**src/design/assert_macros.svh**
```systemverilog
// Assertion macros shared by the median filter RTL.
`ifndef ASSERT_MACROS_SVH
`define ASSERT_MACROS_SVH

// Clocked assertion, disabled while rst is high.
`define WMF_ASSERT_CLK(label, prop, msg) \
  label: assert property (@(posedge clk) disable iff (rst) prop) else $error(msg);

// Same-cycle implication.
`define WMF_ASSERT_IMP(label, ante, cons, msg) \
  `WMF_ASSERT_CLK(label, (ante) |-> (cons), msg)

`endif

```
**src/design/wmf_pkg.sv**
```systemverilog
// Shared types and constants of the window median filter.
`default_nettype none
package wmf_pkg;
  localparam int PIXEL_W       = 8;
  localparam int WIDTH_REG_W   = 11;
  localparam int HEIGHT_REG_W  = 12;
  localparam int CFG_DATA_W    = 12;
  localparam int CFG_INDEX_W   = 1;
  localparam int WIDTH_RESET   = 640;
  localparam int HEIGHT_RESET  = 480;
  localparam int DEF_MAX_WIDTH = 1024;
  localparam int DEF_WINDOW    = 3;
  localparam int QUEUE_DEPTH   = 4;
  localparam int QUEUE_PTR_W   = $clog2(QUEUE_DEPTH);
  localparam int QUEUE_COUNT_W = $clog2(QUEUE_DEPTH + 1);

  localparam logic [CFG_INDEX_W-1:0] REG_IMAGE_WIDTH  = 1'd0;
  localparam logic [CFG_INDEX_W-1:0] REG_IMAGE_HEIGHT = 1'd1;

  typedef logic [PIXEL_W-1:0] pixel_t;
endpackage
`default_nettype wire

```
**src/design/wmf_back.sv**
```systemverilog
// Back end: rank-based median selection pipeline with output register.
`default_nettype none
module wmf_back #(
  parameter int WINDOW = wmf_pkg::DEF_WINDOW
) (
  input  wire logic                                 clk,
  input  wire logic                                 rst,
  input  wire logic                                 head_valid,
  input  wire logic [WINDOW*WINDOW*wmf_pkg::PIXEL_W:0] head_data,
  output logic                                      pop,
  output logic                                      median_valid,
  input  wire logic                                 median_ready,
  output wmf_pkg::pixel_t                           median_value,
  output logic                                      last_of_frame
);
  localparam int N   = WINDOW * WINDOW;
  localparam int MID = N / 2;
  localparam int RKW = $clog2(N + 1);
  localparam int PW  = wmf_pkg::PIXEL_W;

  logic            en;
  wmf_pkg::pixel_t hv [N];
  logic [N-1:0]    before_c [N];

  logic            a_valid;
  wmf_pkg::pixel_t a_val [N];
  logic [N-1:0]    a_before [N];
  logic            a_last;

  logic [RKW-1:0]  rank [N];
  logic [N-1:0]    sel_c;
  logic            b_valid;
  wmf_pkg::pixel_t b_val [N];
  logic [N-1:0]    b_sel;
  logic            b_last;

  wmf_pkg::pixel_t pick;

  assign en  = !median_valid || median_ready;
  assign pop = en && head_valid;

  // element j sorts ahead of element i; ties broken by position
  always_comb begin
    for (int i = 0; i < N; i++) begin
      hv[i] = head_data[i*PW +: PW];
    end
    for (int i = 0; i < N; i++) begin
      for (int j = 0; j < N; j++) begin
        before_c[i][j] = (hv[j] < hv[i]) || ((hv[j] == hv[i]) && (j < i));
      end
    end
  end

  always_comb begin
    for (int i = 0; i < N; i++) begin
      rank[i] = '0;
      for (int j = 0; j < N; j++) begin
        rank[i] = rank[i] + RKW'(a_before[i][j]);
      end
      sel_c[i] = (rank[i] == RKW'(MID));
    end
  end

  always_comb begin
    pick = '0;
    for (int i = 0; i < N; i++) begin
      if (b_sel[i]) begin
        pick = pick | b_val[i];
      end
    end
  end

  always_ff @(posedge clk) begin
    if (rst) begin
      a_valid      <= 1'b0;
      b_valid      <= 1'b0;
      median_valid <= 1'b0;
    end else if (en) begin
      a_valid      <= head_valid;
      b_valid      <= a_valid;
      median_valid <= b_valid;
    end
  end

  always_ff @(posedge clk) begin
    if (en) begin
      a_val         <= hv;
      a_before      <= before_c;
      a_last        <= head_data[N*PW];
      b_val         <= a_val;
      b_sel         <= sel_c;
      b_last        <= a_last;
      median_value  <= pick;
      last_of_frame <= b_last;
    end
  end
endmodule
`default_nettype wire
```
**config.mk**
```make
export PLATFORM = sky130hd
export DESIGN_NAME = wmf_back
export DESIGN_NICKNAME = d
export VERILOG_FILES = /design/src/design/assert_macros.svh /design/src/design/wmf_pkg.sv /design/src/design/wmf_back.sv
export SDC_FILE = /design/constraint.sdc
export NUM_CORES = 1
export LEC_CHECK = 0
export BUFFER_PORTS_ARGS = -buffer_cell sky130_fd_sc_hd__buf_2
export CAP_MARGIN = 30
export CELL_PAD_IN_SITES_DETAIL_PLACEMENT = 1
export CELL_PAD_IN_SITES_GLOBAL_PLACEMENT = 2
export CORE_MARGIN = 2
export CORE_UTILIZATION = 40
export CTS_BUF_LIST = sky130_fd_sc_hd__clkbuf_4
export CTS_CLUSTER_DIAMETER = 150
export CTS_CLUSTER_SIZE = 30
export DETAILED_ROUTE_END_ITERATION = 8
export GPL_TIMING_DRIVEN = 1
export HOLD_SLACK_MARGIN = 0.03
export PLACE_DENSITY_LB_ADDON = 0.1
export SLEW_MARGIN = 10
export SYNTH_ARGS = -nofsm -noshare
export SYNTH_HDL_FRONTEND = slang
export SYNTH_SLANG_ARGS = --single-unit
```
**constraint.sdc**
```tcl
create_clock -name clk -period 5.3 [get_ports clk]
set_clock_uncertainty 0.15 [all_clocks]
set_input_delay 0.795 -clock clk [delete_from_list [all_inputs] [get_ports clk]]
set_output_delay 0.795 -clock clk [all_outputs]
set_load 0.01 [all_outputs]
```
==> results.md <==
- Hold-fix buffers, CTS: 0
- DR WL/cell: around 27 um
- Worst reg2reg startpoint: a_before[20]
- Crit-path max FO: 2
- Mapped Area: between 15,000 and 20,000 um2
- Area growth from synthesis to layout: 7.52%
- DR vias: about 11,000
- Area share of the largest cell type after synthesis: 0.445
- Reg2reg path depth: 10
- Leak Pwr: between 7 and 8 nW
- FF-to-FF End: b_sel[6]
- MaxCap Viol Count: 0
- Area taken by multi-input logic gates: between 8000 and 9000 um2
- Part of the cycle the worst path needs: 0.650
- Worst EP required: 5.68 ns
- Full die area: 41,400 um2
- Clock share of power: 0.144
- FILL cells: 4,277
- Global-route wire length before repair: around 74,000 um
- FMAX: around 290 MHz
- R2r setup slk: roughly 1.9 ns
- Setup Viol. Count Final: 0
- Die Y: just over 200 um
- Clock Latency Late Sink: approximately 0.72 ns
- Pwr dens: 279 nW/um2
- CTS tree: yes
- Syn Area/Cell: about 12 um2
- Max incr delay on CP: between 0.5 and 0.6 ns
- Post-DRT Antenna Nets: 0
- Final slew viol count: 0
- Core area: approximately 39,000 um2
- Comb pwr share: 0.337
- Switching share of power: 0.346
- Total Nets Final: roughly 1,800
- Final wirelength: a little over 50,000 um
- Minimum clock period: around 3.4 ns
- EDFF count, synth: about 240
- Clock Path Buffers: 3
- Crit Path Class: register to register
- Async SR Flop Fraction: 0
- Total Power: ~4.8 mW
- Worst hold path type: primary input to register
- Placement Rows: 73
- Hold Path Sink: median_valid
- PostCTS Resize Cnt: 0
- First-pass detailed-route iteration total: 6
- Worst slew pin tran: just under 0.9 ns
- Status: finished clean
- Gate Count Post-Synth: roughly 1,300
- Detailed placement HPWL: between 30,000 and 40,000 um
- Max H-tree Level: 1
- Slowest CP cell: fa_1
- Synth area leader: edfxtp_1
- Share of cells above drive strength 1: 0.109
- Vias per inst: about 5.7
- Antenna violations before repair: 4
- Hold Path Depth: 2
- Hold Startpoint: rst
- Setup_tns: 0 ns
- Switching power: ~1.7 mW
- Sequential share of the synthesized area: 0.449
- Initial Utilization: 0.403
- Final hold vios: 0
- Synthesized Nets: between 1,500 and 2,000
- Count of cell types in the netlist: 37
- GP Congestion: 0.827
- Register Area: between 7000 and 8000 um2
- Largest net degree at the start of global routing: approximately 110
- Count leader, synth: ha_1
- Synth area leaders: edfxtp_1 45%, ha_1 26%, a21oi_1 4.7%
- Peak VDD IR: approximately 0.15 mV
- Die width: approximately 200 um
- Pint: around 3.1 mW
- Congestion Overflow GR: 0
- CTS Buf Count: 11
- Reg power frac: 0.519
- Final core occ: 0.434
- Rel. slew slack: 0.414
- RSZ-0062 raised after global routing: false
- GR Util All Layers: 0.250
- Vias in the first global route: about 11,000
- Most frequent CP cell: fa_1
- Worst-path clk slew: just over 0.3 ns
- Commonest cells post-synth: 336 x ha_1, 236 x edfxtp_1, 148 x a21oi_1
- Setup crit start: a_before[20]
- IO Pins: 88
- Critical Path Start Type: register
- Port Buffers: between 80 and 90
- # Post-CTS Setup Buffers: 0
- Initial drt markers: ~670
- Detailed-route DRC error count: 0
- Worst Path Arrival: ~3.8 ns
- Yosys warns: 0
- Buf+Inv Stages, Crit Path: 2
- Top FF cell, synth: edfxtp_1
- CP Cell Sequence: fa_1 > inv_1 > fa_1 > inv_1 > ha_1 > ha_1 > fa_1 > a2111oi_2 > a21oi_1 > nor4_1
- Crit path max-delay family: adder cells
- Sink Count: 239
- Root Buffer: clkbuf_4
- Worst setup EP type: register
- Flops & latches, synth: ~240
## cells by family (layout without fill, tap and decap cells)
family	Yosys count	in the layout	share of synthesized area
muxes	5	5	0.00314
and+or+nand+nor	209	209	0.0749
buffers and inverters	135	229	0.0329
adders and majority gates	373	373	0.311
other	1	5	0.000236
DFF	239	239	0.449
AOI/OAI and AO/OA	334	334	0.129
## registers in the layout (all words and copies together) (netlist names), 8 cells and up
signal,flops
a_val,72
b_sel,9
a_before,72
b_val,72
median_value,8
## per-layer routing
metal,vias up,track usage,part of all wire
met2,225,0.417,0.47
met3,55,0.0307,0.043
met5,-,0,0.00020
met1,5460,0.347,0.47
li1,5132,-,-
met4,2,0.0639,0.024
## final cells by class
| cell class | instances | area share |
|---|---|---|
| Tap cell | 525 | 0.0384 |
| Inverter | 125 | 0.0274 |
| Clock buffer | 15 | 0.00658 |
| Antenna cell | 4 | 0.000585 |
| Multi-Input combinational cell | 922 | 0.482 |
| Sequential cell | 239 | 0.418 |
| Timing Repair Buffer | 89 | 0.0271 |
## stage by stage
step                area, um2  worst slack, ns  hold WS, ns  cells
finish                  17100             1.86        0.101   1919
detailed placement      17000             1.94        0.255   1900
floorplan               15900          0.00975        0.250   1296
global placement        17000             2.03        0.251   1900
CTS                     17100             1.83       0.0550   1915
global route            17100             1.68       0.0355   1916
## placed cells by master (no fill, tap or decap), drive strengths merged, types with 36 or more instances in the layout
cell type	count
o211ai	36
nand4	72
a21oi	148
ha	336
edfxtp	236
buf	89
o21ai	75
nor2b	36
inv	125
fa	37
or2	36
## worst max path at each step
stage	end	slack (ns)	cells past startpoint
after CTS	b_sel[6]	1.83	10
after detailed placement	b_sel[6]	1.94	10
after global placement	b_sel[6]	2.03	10
after global routing	b_sel[6]	1.68	10
final	b_sel[6]	1.86	10
after floorplan	pop	0.01	3
## power by group through the flow
stage | clock [mW] | combinational (mW) | sequential (mW)
3_3_place_gp | 0 | 1.54 | 2.52
4_1_cts | 0.719 | 1.64 | 2.48
3_5_place_dp | 0 | 1.63 | 2.53
5_1_grt | 0.770 | 1.86 | 2.50
6_report | 0.689 | 1.61 | 2.48
2_1_floorplan | 0 | 1.09 | 2.44
(Power assumes the default switching activity.)
