## src/design/assert_macros.svh

```systemverilog
// Assertion macros shared by the median filter RTL.
`ifndef ASSERT_MACROS_SVH
`define ASSERT_MACROS_SVH

// Clocked assertion, disabled while rst is high.
`define WMF_ASSERT_CLK(label, prop, msg) \
  label: assert property (@(posedge clk) disable iff (rst) prop) else $error(msg);

// Same-cycle implication.
`define WMF_ASSERT_IMP(label, ante, cons, msg) \
  `WMF_ASSERT_CLK(label, (ante) |-> (cons), msg)

`endif

```

## src/design/wmf_pkg.sv

```systemverilog
// Shared types and constants of the window median filter.
`default_nettype none
package wmf_pkg;
  localparam int PIXEL_W       = 8;
  localparam int WIDTH_REG_W   = 11;
  localparam int HEIGHT_REG_W  = 12;
  localparam int CFG_DATA_W    = 12;
  localparam int CFG_INDEX_W   = 1;
  localparam int WIDTH_RESET   = 640;
  localparam int HEIGHT_RESET  = 480;
  localparam int DEF_MAX_WIDTH = 1024;
  localparam int DEF_WINDOW    = 3;
  localparam int QUEUE_DEPTH   = 4;
  localparam int QUEUE_PTR_W   = $clog2(QUEUE_DEPTH);
  localparam int QUEUE_COUNT_W = $clog2(QUEUE_DEPTH + 1);

  localparam logic [CFG_INDEX_W-1:0] REG_IMAGE_WIDTH  = 1'd0;
  localparam logic [CFG_INDEX_W-1:0] REG_IMAGE_HEIGHT = 1'd1;

  typedef logic [PIXEL_W-1:0] pixel_t;
endpackage
`default_nettype wire

```

## src/design/wmf_queue.sv

```systemverilog
// Short FIFO of gathered windows between front and back end.
`default_nettype none
module wmf_queue #(
  parameter int WIDTH = 73
) (
  input  wire logic                              clk,
  input  wire logic                              rst,
  input  wire logic                              push,
  input  wire logic [WIDTH-1:0]                  push_data,
  input  wire logic                              pop,
  output logic                                   head_valid,
  output logic [WIDTH-1:0]                       head_data,
  output logic [wmf_pkg::QUEUE_COUNT_W-1:0]      count
);
  localparam int PTW = wmf_pkg::QUEUE_PTR_W;

  logic [WIDTH-1:0] slots [wmf_pkg::QUEUE_DEPTH];
  logic [PTW-1:0]   wr_ptr;
  logic [PTW-1:0]   rd_ptr;

  function automatic logic [PTW-1:0] ptr_inc(input logic [PTW-1:0] p);
    ptr_inc = (p == PTW'(wmf_pkg::QUEUE_DEPTH - 1)) ? '0 : p + 1'b1;
  endfunction

  always_ff @(posedge clk) begin
    if (rst) begin
      wr_ptr <= '0;
      rd_ptr <= '0;
      count  <= '0;
    end else begin
      if (push) begin
        wr_ptr <= ptr_inc(wr_ptr);
      end
      if (pop) begin
        rd_ptr <= ptr_inc(rd_ptr);
      end
      unique case ({push, pop})
        2'b10:   count <= count + 1'b1;
        2'b01:   count <= count - 1'b1;
        default: count <= count;
      endcase
    end
  end

  always_ff @(posedge clk) begin
    if (push) begin
      slots[wr_ptr] <= push_data;
    end
  end

  assign head_valid = (count != '0);
  assign head_data  = slots[rd_ptr];
endmodule
`default_nettype wire

```

## config.mk

```make
export PLATFORM = sky130hd
export DESIGN_NAME = wmf_queue
export DESIGN_NICKNAME = d
export VERILOG_FILES = /design/src/design/assert_macros.svh /design/src/design/wmf_pkg.sv /design/src/design/wmf_queue.sv
export SDC_FILE = /design/constraint.sdc
export NUM_CORES = 1
export LEC_CHECK = 0
export ABC_AREA = 1
export BUFFER_PORTS_ARGS = -buffer_cell sky130_fd_sc_hd__buf_2
export CORE_ASPECT_RATIO = 0.9
export CORE_MARGIN = 5
export CORE_UTILIZATION = 51
export CTS_BUF_LIST = sky130_fd_sc_hd__clkbuf_16
export DETAILED_ROUTE_END_ITERATION = 7
export PLACE_DENSITY = 0.74
export SKIP_CTS_REPAIR_TIMING = 1
export SLEW_MARGIN = 30
export SYNTH_ARGS = -nofsm -noshare
export SYNTH_HDL_FRONTEND = slang
export SYNTH_SLANG_ARGS = --single-unit
```

## constraint.sdc

```tcl
create_clock -name clk -period 2.5 [get_ports clk]
set_clock_uncertainty 0.1 [all_clocks]
set_input_delay 0.625 -clock clk [delete_from_list [all_inputs] [get_ports clk]]
set_output_delay 0.625 -clock clk [all_outputs]
set_load 0.01 [all_outputs]
```

==> results, run 1 <==
- The cell count after synthesis is 765.
- Using the TritonRoute via totals, the vias-per-cell ratio works out to 5.67.
- The fraction of layout instances using a drive strength above 1 is 0.362.
- The synthesis-to-layout area growth is 29.0%.
- Setup violations remaining at the end of the flow were counted as 20.
- The CTS tree is done.
- At the worst endpoint, the required time is 1.77 ns.
- Setup repair after global routing could not meet its margin everywhere.
- The power density of the placed cells is 799 nW/um^2.
- The core outline area is 21,700 sq um.
- Measured along the y axis, the die boundary spans about 150 um.
- The post-synth design cell area is between 10,000 and 15,000 sq um.
- At the pin with the least slew margin, the transition time is 0.512 ns.
- The fraction of the core area covered by cells at the end of the flow is 0.671.
- The timing-limited maximum frequency is 393 MHz.
- During synthesis, Yosys emitted a total of 0 warnings.
- The first global-routing pass estimated around 36,000 um of wire.
- The final routed wirelength across all metal layers is 27,900 um.
- The final-stage net count is 1,044.
- The start point of the worst min-delay path is rst.
- The clock reaches the later pin of the worst-skew pair after about 0.53 ns.
- The number of nets handed over by synthesis was 849.
- The net switching component of the power is 0.00267 W.
- Among all flip-flop cells after synthesis, the most frequent one is sky130_fd_sc_hd__edfxtp_1.
- IR analysis of the VDD net gives a maximum drop of 0.563 mV.
- The die covers 25,200 sq um.
- The final clock period utilization by the worst path is 1.02.
- The setup slack of the worst register-to-register path is 0.81 ns.
- The delay of the slowest cell on the worst path is 0.45 ns.
- In the post-route analysis, the smallest setup slack over all paths is -0.0421 ns.
- The share of total power consumed by net switching is 0.230.
- The share of async-settable or async-resettable flops after synthesis is 0.
- The part of the total power dissipated in combinational logic is 0.127.
- For this run, the register share of the synthesized area comes to 0.793.
- The first detailed-routing pass took 5 iterations.
- Ranked by instance count, the synthesized netlist is headed by sky130_fd_sc_hd__edfxtp_1, sky130_fd_sc_hd__nor2_1, sky130_fd_sc_hd__o21ai_0.
- Traced cell by cell, the critical path runs through buf_12 -> clkinv_16 -> clkbuf_16 -> o21ai_1 -> o22ai_1 -> buf_2.
- The portion of total power attributed to the clock network is 0.372.
- The tree built by TritonCTS fans out to 301 sinks.
- The type of element launching the critical path is a register.
- The hold violation total from the final report is 0.
- Timing analysis after detailed placement gives a worst setup slack of 0.393 ns.
- In the global route stage, overall resource usage came out at 0.178.
- The data arrival time of the critical path is between 1.5 and 2 ns.
- The share of synthesized area in the top cell type comes to 0.777.
- The number of flip-flops and latches in the synthesized netlist is between 300 and 400.
- The remaining antenna violation count after routing is 0.
- Measured against its own limit, the worst slew margin works out to 0.659.
- For the finished layout, the period the worst path requires is 2.54 ns.
- The boundary pin count is 154.
- Measured along the x axis, the die boundary spans 167 um.
- Yosys mapped a number of flops with a built-in enable equal to between 200 and 300.
- The slowest stage of the critical path is the sky130_fd_sc_hd__dfxtp_4 cell.
- In this run the critical register-to-register path is launched from wr_ptr[0]$_SDFFE_PP0P_.
- The total clock buffers created by CTS is 29.
- Yosys instantiated no cell more often than sky130_fd_sc_hd__edfxtp_1.
- The worst-path maximum fanout is 12.
- The clock edge transition at the registers on the reported setup and hold paths is 0.06 ns.
- The number of max-capacitance violations reported is 0.
- CTS placed an instance of sky130_fd_sc_hd__clkbuf_16 at the clock tree root.
- The detailed router finished its first iteration with 734 violations.
- The run finished, with violations left.
- The largest net degree at the start of global routing is slightly above 80.
- The post-synthesis cell type count is 21.
- The number of pins exceeding their max-slew limit in the final report came to 0.
- After synthesis, the mean cell area works out to 14.8 sq um.
- The residual overflow from global routing is 0.
- The post-synthesis cell type with the largest combined area is sky130_fd_sc_hd__edfxtp_1.
- The internal portion of the total power is 0.00897 W.
- The number of antenna violations at the first check in global routing is 4.
- The final-layout setup total negative slack is -0.360 ns.
- Dividing the detail-routed wire length by the instance count gives 21.9 um.
- The standby leakage power is 5.23 nW.
- The startpoint-to-endpoint class of the critical path is register to output port.
- The site row count is 51.
- The number of global-route vias before repair is approximately 6,700.
- Sorting the synthesized cells by area gives the leading types as sky130_fd_sc_hd__edfxtp_1, sky130_fd_sc_hd__nor2_1, sky130_fd_sc_hd__o22ai_1.
- The number of DRC violations after detailed routing is 0.
- The layout has 1,485 filler cells.
- The clock passes through at most 3 buffers.
- The number of H-tree levels is 1.
- The initial core utilization is 0.520.
- The HPWL after detailed placement is roughly 13,000 um.
- The worst setup path is captured at an output port.
- The via count is 7,215.
- During placement, the flow inserted port buffers numbering about 150.
- In this run the worst hold path is classified as primary input to register.
- Routability-driven placement finished with a final weighted congestion of between 0.7 and 0.8.
- The sequential power share is 0.501.
- The checks that failed: negative setup slack.
## critical path, delay by kind of cell (launching register included)
| family | cells | cell delay [ns] |
|---|---|---|
| buffers and inverters | 4 | 0.59 |
| flip-flops | 1 | 0.45 |
| AO/OA/AOI/OAI | 2 | 0.23 |
## final cells by class
cell class              count  area [sq um]  share of cell area
well taps                 291           364              0.0250
repair buffers            207          1790               0.123
diodes                      1          2.50            0.000172
clock buffers              29           726              0.0498
inverters                  18           109             0.00747
repair inverters            4          47.5             0.00326
clock inverters            22           220              0.0151
multi-input cells         399          2360               0.162
flip-flops and latches    301          8950               0.615
## per-stage QoR
| stage | hold slack, ns | power [W] | cell area [sq um] | instances |
|---|---|---|---|---|
| after floorplan | 0.394 | 0.00654 | 11300 | 765 |
| final | 0.197 | 0.0116 | 14600 | 1272 |
| after detailed placement | 0.425 | 0.00703 | 12400 | 1183 |
| after CTS | 0.172 | 0.0113 | 13300 | 1234 |
| after global routing | 0.185 | 0.0121 | 14600 | 1271 |
| after global placement | 0.429 | 0.00701 | 12400 | 1183 |
## cell usage in the layout (no fill, tap or decap), types with 3 or more instances in the layout
cell                         count
sky130_fd_sc_hd__o22ai_1        55
sky130_fd_sc_hd__nand2_1         8
sky130_fd_sc_hd__nor2_2         21
sky130_fd_sc_hd__clkinv_1        5
sky130_fd_sc_hd__nor2_1        130
sky130_fd_sc_hd__clkinvlp_4      5
sky130_fd_sc_hd__edfxtp_1      292
sky130_fd_sc_hd__o22ai_2        18
sky130_fd_sc_hd__bufinv_16       5
sky130_fd_sc_hd__buf_12         17
sky130_fd_sc_hd__a21oi_1         5
sky130_fd_sc_hd__clkbuf_16      44
sky130_fd_sc_hd__o21ai_1        47
sky130_fd_sc_hd__ha_1            6
sky130_fd_sc_hd__buf_6           9
sky130_fd_sc_hd__inv_1          21
sky130_fd_sc_hd__dfxtp_1         7
sky130_fd_sc_hd__buf_4           9
sky130_fd_sc_hd__o21ai_2        58
sky130_fd_sc_hd__buf_8           5
sky130_fd_sc_hd__buf_16          3
sky130_fd_sc_hd__buf_2         149
sky130_fd_sc_hd__o21ai_0        43
## flip-flops by register name, summed over array words and instances, names as in the netlist, named ones only
signal / cells
slots: 292
wr_ptr: 2
count: 3
rd_ptr: 2
## worst paths after layout
check,to,cells past startpoint
max,head_data[67],6
min,wr_ptr[0]$_SDFFE_PP0P_,2
max reg2reg,slots[3][19]$_DFFE_PP_,4
min reg2reg,wr_ptr[1]$_SDFFE_PP0P_,2
## power by group through the flow
stage | registers, W | logic (W) | clock network (W)
floorplan | 0.00592 | 0.000627 | 0
CTS | 0.00581 | 0.00111 | 0.00439
finish | 0.00583 | 0.00148 | 0.00433
global route | 0.00584 | 0.00159 | 0.00464
global placement | 0.00591 | 0.00109 | 0
detailed placement | 0.00592 | 0.00111 | 0
## layer usage
metal  vias up  GRT usage  wire length [um]
met5         -          0                41
li1       3282          -                 -
met4         8     0.0499               635
met2       292      0.301             13300
met1      3572      0.229             11600
met3        61     0.0506              2260
## cells by family after synthesis
logic type      count (synthesis)  synth area share
flops                         301             0.793
compound gates                228             0.109
simple gates                  164            0.0552
buf+inv                        65            0.0347
fa+ha+maj                       7           0.00842
(Power assumes the default switching activity.)
==> inputs of run 2 (changes only) <==
CELL_PAD_IN_SITES_DETAIL_PLACEMENT = 1   (was unset)
CELL_PAD_IN_SITES_GLOBAL_PLACEMENT = 1   (was unset)
CORE_UTILIZATION = 43   (was 51)
PLACE_DENSITY = 0.75   (was 0.74)
==> run 2 against run 1 <==
Compared with the run above: the flow still finishes with violations (negative setup slack); hold slack worse by 0.027 ns; register-to-register slack gained 0.12 ns; die area grew 17%; maximum frequency about the same; design area fell by 4.7%; total power fell by 2.3%; global-route usage fell by 0.69 points; sequential cell count is the same.
==> results, run 2 (synthesis gave the netlist of run 1 again) <==
- Data on the critical path arrives at its endpoint at 1.82 ns.
- After floorplanning, the core was divided into 56 placement rows.
- The maximum clock insertion buffer count is 3.
- The cell family contributing the most delay on the critical path is buffers and inverters.
- The worst path required time is 1.77 ns.
- In this run the worst path has a maximum fanout of 10.
- The standby leakage power is 4.92 nW.
- The floorplan die area is 29,600 sq um.
- The later pin in the worst-skew pair is clocked with a latency of 0.54 ns.
- The design area is roughly 14,000 sq um.
- Dividing the final minimum period by the clock period gives 1.02.
- The post-route worst setup slack is -0.0421 ns.
- The register with the most flip-flops in the layout has roughly 290 of them.
- Timing would allow up to 393 MHz.
- In this run the number of H-tree levels came out at 1.
- For the pin with the worst max-slew slack, the measured transition is roughly 0.27 ns.
- Setup violations remaining at the end of the flow were counted as 9.
- Setup total negative slack on the finished layout was measured at -0.160 ns.
- Once detail routing completed, the nets flagged for antenna violations numbered 0.
- The final critical path time including I/O delays and setup is ~2.5 ns.
- The number of max-capacitance violations reported is 0.
- The depth of the worst register-to-register path is 5.
- The endpoint of the worst setup timing path is head_data[36].
- The number of I/O port buffers is 153.
- In this run, the number of DRC markers left after iteration 0 of detailed routing was 471.
- After clock tree synthesis, the clock-pin slew on the worst setup and hold paths is 0.06 ns.
- On the worst path, the slowest cell contributes a delay of 0.45 ns.
- STA classifies the critical path endpoint as an output port.
- The via count is about 7,000.
- The initial utilization of the core area, before any placement, comes to 0.434.
- For this run, the total global-route usage over all layers was measured as 0.171.
- Of the cells placed in the final design, the portion with a size suffix greater than 1 is 0.274.
- Of the total power, the share spent switching nets is 0.236.
- In the routed design, unresolved DRC markers number 0.
- The run finished, with violations left.
- In the final routed layout, each cell accounts on average for 21.4 um.
- After detailed routing, the number of vias per cell comes to 5.36.
- After detailed routing, the total wire length is 28,000 um.
- The number of antenna violations at the first check in global routing is 4.
- On the critical path, the stage with the largest delay is an instance of sky130_fd_sc_hd__dfxtp_4.
- TritonCTS built the clock tree.
- The total power consumption of the routed design is 0.0114 W.
- Setup repair after global routing could not meet its margin everywhere.
- In this run, CTS created clock tree buffers numbering 31.
- The startpoint-to-endpoint class of the critical path is register to output port.
- The internal portion of the total power is 0.00868 W.
- The number of fill cells in the layout is ~2,600.
- The largest net degree at the start of global routing is 79.
- Of the total power, registers draw 0.513.
- The first-pass GRT wire length is 40,400 um.
- The boundary pin count is 154.
- The net count of the finished layout is 1,019.
- The path class of the tightest hold or removal check is primary input to register.
- After floorplanning, the core was sized to cover 26,000 sq um.
- Of the total power, the clock network draws 0.376.
- The critical path goes through buf_4 -> clkbuf_16 -> nor2_1 -> o22ai_1 -> buf_2.
- The master cell of the clock root buffer is sky130_fd_sc_hd__clkbuf_16.
- The hold violation total from the final report was 0.
- The top cell types in the final layout, fill and taps aside, are sky130_fd_sc_hd__edfxtp_1, sky130_fd_sc_hd__buf_2, sky130_fd_sc_hd__nor2_1, sky130_fd_sc_hd__o21ai_0, sky130_fd_sc_hd__o21ai_1.
- The power density of the placed cells is 819 nW/um^2.
- In this run the tightest slew margin relative to its limit is 0.819.
- The number of buffers and inverters on the critical path is 3.
- The cell count along the critical path is 5.
- The sum of net half-perimeters after detailed placement is roughly 16,000 um.
- In the final layout, the registers with the most flip-flops are slots (292), count (3).
- The die outline height is between 150 and 200 um.
- The setup slack of the worst register-to-register path is just over 0.9 ns.
- The number of global-route vias before repair is 7,389.
- slots holds more flip-flops than any other register.
- Of the total power, combinational logic draws 0.111.
- Clock tree synthesis found a total of 301 sinks.
- The reg-to-reg endpoint is slots[0][24]$_DFFE_PP_.
- The most common cell after layout, fill and taps aside is sky130_fd_sc_hd__edfxtp_1.
- The synthesis-to-layout area growth is 22.9%.
- The startpoint of the worst register-to-register path is wr_ptr[0]$_SDFFE_PP0P_.
- The residual overflow from global routing is 0.
- Across all hold checks on the routed design, the worst slack comes to 0.170 ns.
- The net switching component of the power is 0.00268 W.
- For this run, the detailed router's first-pass iteration total came to 4.
- The worst IR drop on VDD is 0.683 mV.
- From left edge to right edge, the die measures 181 um.
- The type of element launching the critical path is a register.
- In this run the cell area measured after placement is 12,500 sq um.
- The number of pins exceeding their max-slew limit in the final report is 0.
- The global placement routability congestion is between 0.7 and 0.8.
- The checks that failed: negative setup slack.
[run 2: layer usage]
layer  GRT usage  vias to the layer above  part of all wire
met5           0                        -            0.0013
met4      0.0361                        8             0.018
met3      0.0394                       50             0.066
met2       0.304                      199              0.50
met1       0.217                     3541              0.42
li1            -                     3228                 -
[run 2: cell type report]
class	instances	area (sq um)	share of cell area
clock buffer	31	776	0.0559
multi-input combinational	399	2070	0.149
clock inverter	26	179	0.0129
timing repair buffer	183	1350	0.0970
inverter	18	97.6	0.00703
tap	348	435	0.0314
timing repair inverter	1	8.76	0.000631
sequential	301	8960	0.645
antenna	3	7.51	0.000541
[run 2: power by group through the flow]
stage / clock network, W / logic [W] / registers (W)
6_report: 0.00427 / 0.00127 / 0.00583
5_1_grt: 0.00461 / 0.00139 / 0.00584
4_1_cts: 0.00436 / 0.00116 / 0.00582
3_5_place_dp: 0 / 0.00115 / 0.00593
3_3_place_gp: 0 / 0.00112 / 0.00592
2_1_floorplan: 0 / 0.000627 / 0.00592
[run 2: per-stage QoR]
stage | setup WS, ns | instances | utilization
2_1_floorplan | 0.233 | 765 | -
6_report | -0.0421 | 1310 | 0.534
4_1_cts | -0.193 | 1295 | 0.519
3_5_place_dp | 0.399 | 1238 | 0.483
3_3_place_gp | 0.474 | 1238 | 0.483
5_1_grt | -0.145 | 1307 | 0.534
[run 2: how the worst min path moves through the flow]
stage / from / depth (start not counted) / slack [ns] / endpoint
after floorplan: wr_ptr[1]$_SDFFE_PP0P_ / 2 / 0.39 / wr_ptr[1]$_SDFFE_PP0P_
after global placement: wr_ptr[1]$_SDFFE_PP0P_ / 2 / 0.43 / wr_ptr[1]$_SDFFE_PP0P_
after detailed placement: wr_ptr[1]$_SDFFE_PP0P_ / 2 / 0.45 / wr_ptr[1]$_SDFFE_PP0P_
after CTS: rst / 2 / 0.14 / wr_ptr[0]$_SDFFE_PP0P_
after global routing: rst / 2 / 0.15 / wr_ptr[0]$_SDFFE_PP0P_
final: rst / 2 / 0.17 / wr_ptr[0]$_SDFFE_PP0P_
==> inputs of run 3 (changes only) <==
CORE_UTILIZATION = 44   (was 43)
CTS_BUF_LIST = sky130_fd_sc_hd__clkbuf_2   (was sky130_fd_sc_hd__clkbuf_16)
PLACE_DENSITY = 0.76   (was 0.75)
==> run 3 against run 2 <==
Compared with the run above: the flow still finishes with violations (negative setup slack); clock power down 29%; total power fell by 9.4%; routed wire length up 11%; count of clock-buffer cells in the layout rose by 74; register-to-register slack worse by 0.21 ns; critical path depth stayed put; combinational power increased by 13%; critical endpoint is now head_data[28]; largest power group unchanged.
==> results, run 3 (synthesis gave the netlist of run 1 again) <==
- The run finished, with violations left.
- The checks that failed: negative setup slack.
- The core outline area is 25,200 sq um.
- The sort of element at the end of the critical path is an output port.
- The cell internal power dissipation is 0.00746 W.
- In the global route stage, overall resource usage came out at 0.187.
- The residual overflow from global routing is 0.
- The class of the most critical hold timing path is primary input to register.
- The normalized max-slew margin is 0.641.
- The remaining antenna violation count after routing is 0.
- In this run, the number of DRC markers left after iteration 0 of detailed routing was 497.
- Measured on the finished design, the core utilization comes to 0.575.
- In the final layout, the multi-input gates occupy about 2200 sq um.
- The first detailed-routing pass ran for 5 iterations.
- The die covers 29,000 sq um.
- The final-layout setup total negative slack is -22.18 ns.
- Summed over all nets, the switching power comes to roughly 0.0028 W.
- The number of fill cells in the layout is 2,543.
- The number of antenna violations at the first check in global routing is 2.
- Power spread over the standard cell area amounts to 712 nW/um^2.
- Of the total power, registers draw 0.565.
- The insertion delay of the later-clocked pin in the worst-skew pair is 0.79 ns.
- The hold violation total from the final report is 0.
- Static timing analysis puts the maximum clock frequency at 342 MHz.
- The sequential cell area in the final layout is 8950 sq um.
- The fraction of layout instances using a drive strength above 1 is 0.325.
- In the final layout, the registers with the most flip-flops are slots (292), count (3).
- Traced cell by cell, the critical path runs through buf_4 -> clkbuf_16 -> o21ai_0 -> o22ai_1 -> buf_2.
- The number of global-route vias before repair is 7,794.
- After legalization and detailed placement, the total HPWL measured 17,400 um.
- The worst-path maximum fanout is 21.
- The area growth from synthesis to layout is 28.2%.
- The routed wirelength normalized by instance count is 21.2 um.
- The H-tree was split into 3 levels.
- The share of total power dissipated in the clock network is 0.295.
- TritonCTS built the clock tree.
- The number of flip-flops in the largest register is 292.
- slots holds more flip-flops than any other register.
- The most common cell after layout, fill and taps aside is sky130_fd_sc_hd__edfxtp_1.
- For this design, the slowest cell found on the critical path is sky130_fd_sc_hd__dfxtp_4.
- The via count is 7,715.
- The total power consumption of the routed design is a little over 0.01 W.
- The post-route worst setup slack is -0.424 ns.
- The global placement routability congestion is 0.697.
- The share of total power consumed by net switching is 0.276.
- The first-pass GRT wire length is 41,800 um.
- In the final design database the tool counted 1,152 nets.
- The largest net degree at the start of global routing is 85.
- Input and output buffers added on the ports amount to 153.
- Setup repair after global routing could not meet its margin everywhere.
- The largest single stage delay on the critical path is 0.47 ns.
- Data on the critical path is required at its endpoint by 1.77 ns.
- In this run the deepest clock path goes through 3 buffers.
- The total clock buffers created by CTS is 75.
- The final clock period utilization by the worst path is 1.17.
- Across the VDD grid, the largest voltage drop is 0.348 mV.
- Wires add up to 31,000 um.
- The part of the total power dissipated in combinational logic is 0.140.
- Max-cap violations in this run came to 0.
- The final critical path time including I/O delays and setup is 2.92 ns.
- The number of pins exceeding their max-slew limit in the final report is 0.
- The horizontal extent of the die is 179 um.
- The die outline height is around 160 um.
- The number of DRC violations after detailed routing is 0.
- The floorplan has 55 rows.
- The number of clock sinks is between 300 and 400.
- STA classifies the critical path startpoint as a register.
- For the worst setup path, the data arrival time is 2.20 ns.
- In the layout the commonest cells are sky130_fd_sc_hd__edfxtp_1, sky130_fd_sc_hd__buf_2, sky130_fd_sc_hd__nor2_1, sky130_fd_sc_hd__clkbuf_2, sky130_fd_sc_hd__dlygate4sd3_1.
- The startpoint-to-endpoint class of the critical path is register to output port.
- The cell sitting at the root of the clock tree is a sky130_fd_sc_hd__clkbuf_2.
- The standby leakage power is 5.33 nW.
- The transition time of the tightest slew-check pin is around 0.54 ns.
- The initial utilization of the core area, before any placement, comes to 0.448.
- The setup-violating endpoint count in the final report is 73.
- The clock edge transition at the registers on the reported setup and hold paths is ~0.11 ns.
- 154 I/O pins were placed.
- In the routed layout, each cell is associated on average with a via count of 5.27.
==> run 3: routing by layer <==
layer,share of wire,global-route usage,vias to the layer above
met1,0.40,0.226,3874
li1,-,-,3531
met2,0.52,0.317,273
met4,0.016,0.0628,0
met3,0.071,0.0603,37
met5,0,0,-
==> run 3: final timing paths <==
check	depth (start not counted)	endpoint	start	slack, ns
min reg2reg	2	register	rd_ptr[1]$_SDFFE_PP0P_	0.43
max	5	head_data[28]	register	-0.42
min	4	register	pop	0.10
max reg2reg	5	slots[2][22]$_DFFE_PP_	wr_ptr[0]$_SDFFE_PP0P_	0.72
==> run 3: power groups by stage <==
stage | combinational, W | clock (W) | sequential [W]
detailed placement | 0.00117 | 0 | 0.00593
global route | 0.00156 | 0.00344 | 0.00584
floorplan | 0.000627 | 0 | 0.00592
finish | 0.00144 | 0.00304 | 0.00582
global placement | 0.00113 | 0 | 0.00591
CTS | 0.00117 | 0.00314 | 0.00581
==> run 3: metrics by stage <==
step | std cells | area (sq um) | setup WS (ns) | hold WS, ns
floorplan | 765 | 11300 | 0.233 | 0.394
global placement | 1241 | 12500 | 0.381 | 0.426
detailed placement | 1241 | 12500 | 0.360 | 0.454
CTS | 1369 | 13100 | -0.567 | -0.183
global route | 1463 | 14500 | -0.555 | 0.0631
finish | 1463 | 14500 | -0.424 | 0.104
==> run 3: worst max-delay path: cells and delay by family, from the launching register on <==
kind	cells	cell delay, ns
buf+inv	3	0.58
flops	1	0.47
compound gates	2	0.33
==> run 3: cell type report <==
type,instances,share of cell area
Sequential cell,301,0.619
Multi-Input combinational cell,399,0.152
Timing Repair Buffer,272,0.150
Clock buffer,105,0.0363
Tap cell,342,0.0296
Inverter,18,0.00674
Clock inverter,23,0.00631
Timing Repair inverter,1,0.000778
Antenna cell,2,0.000346
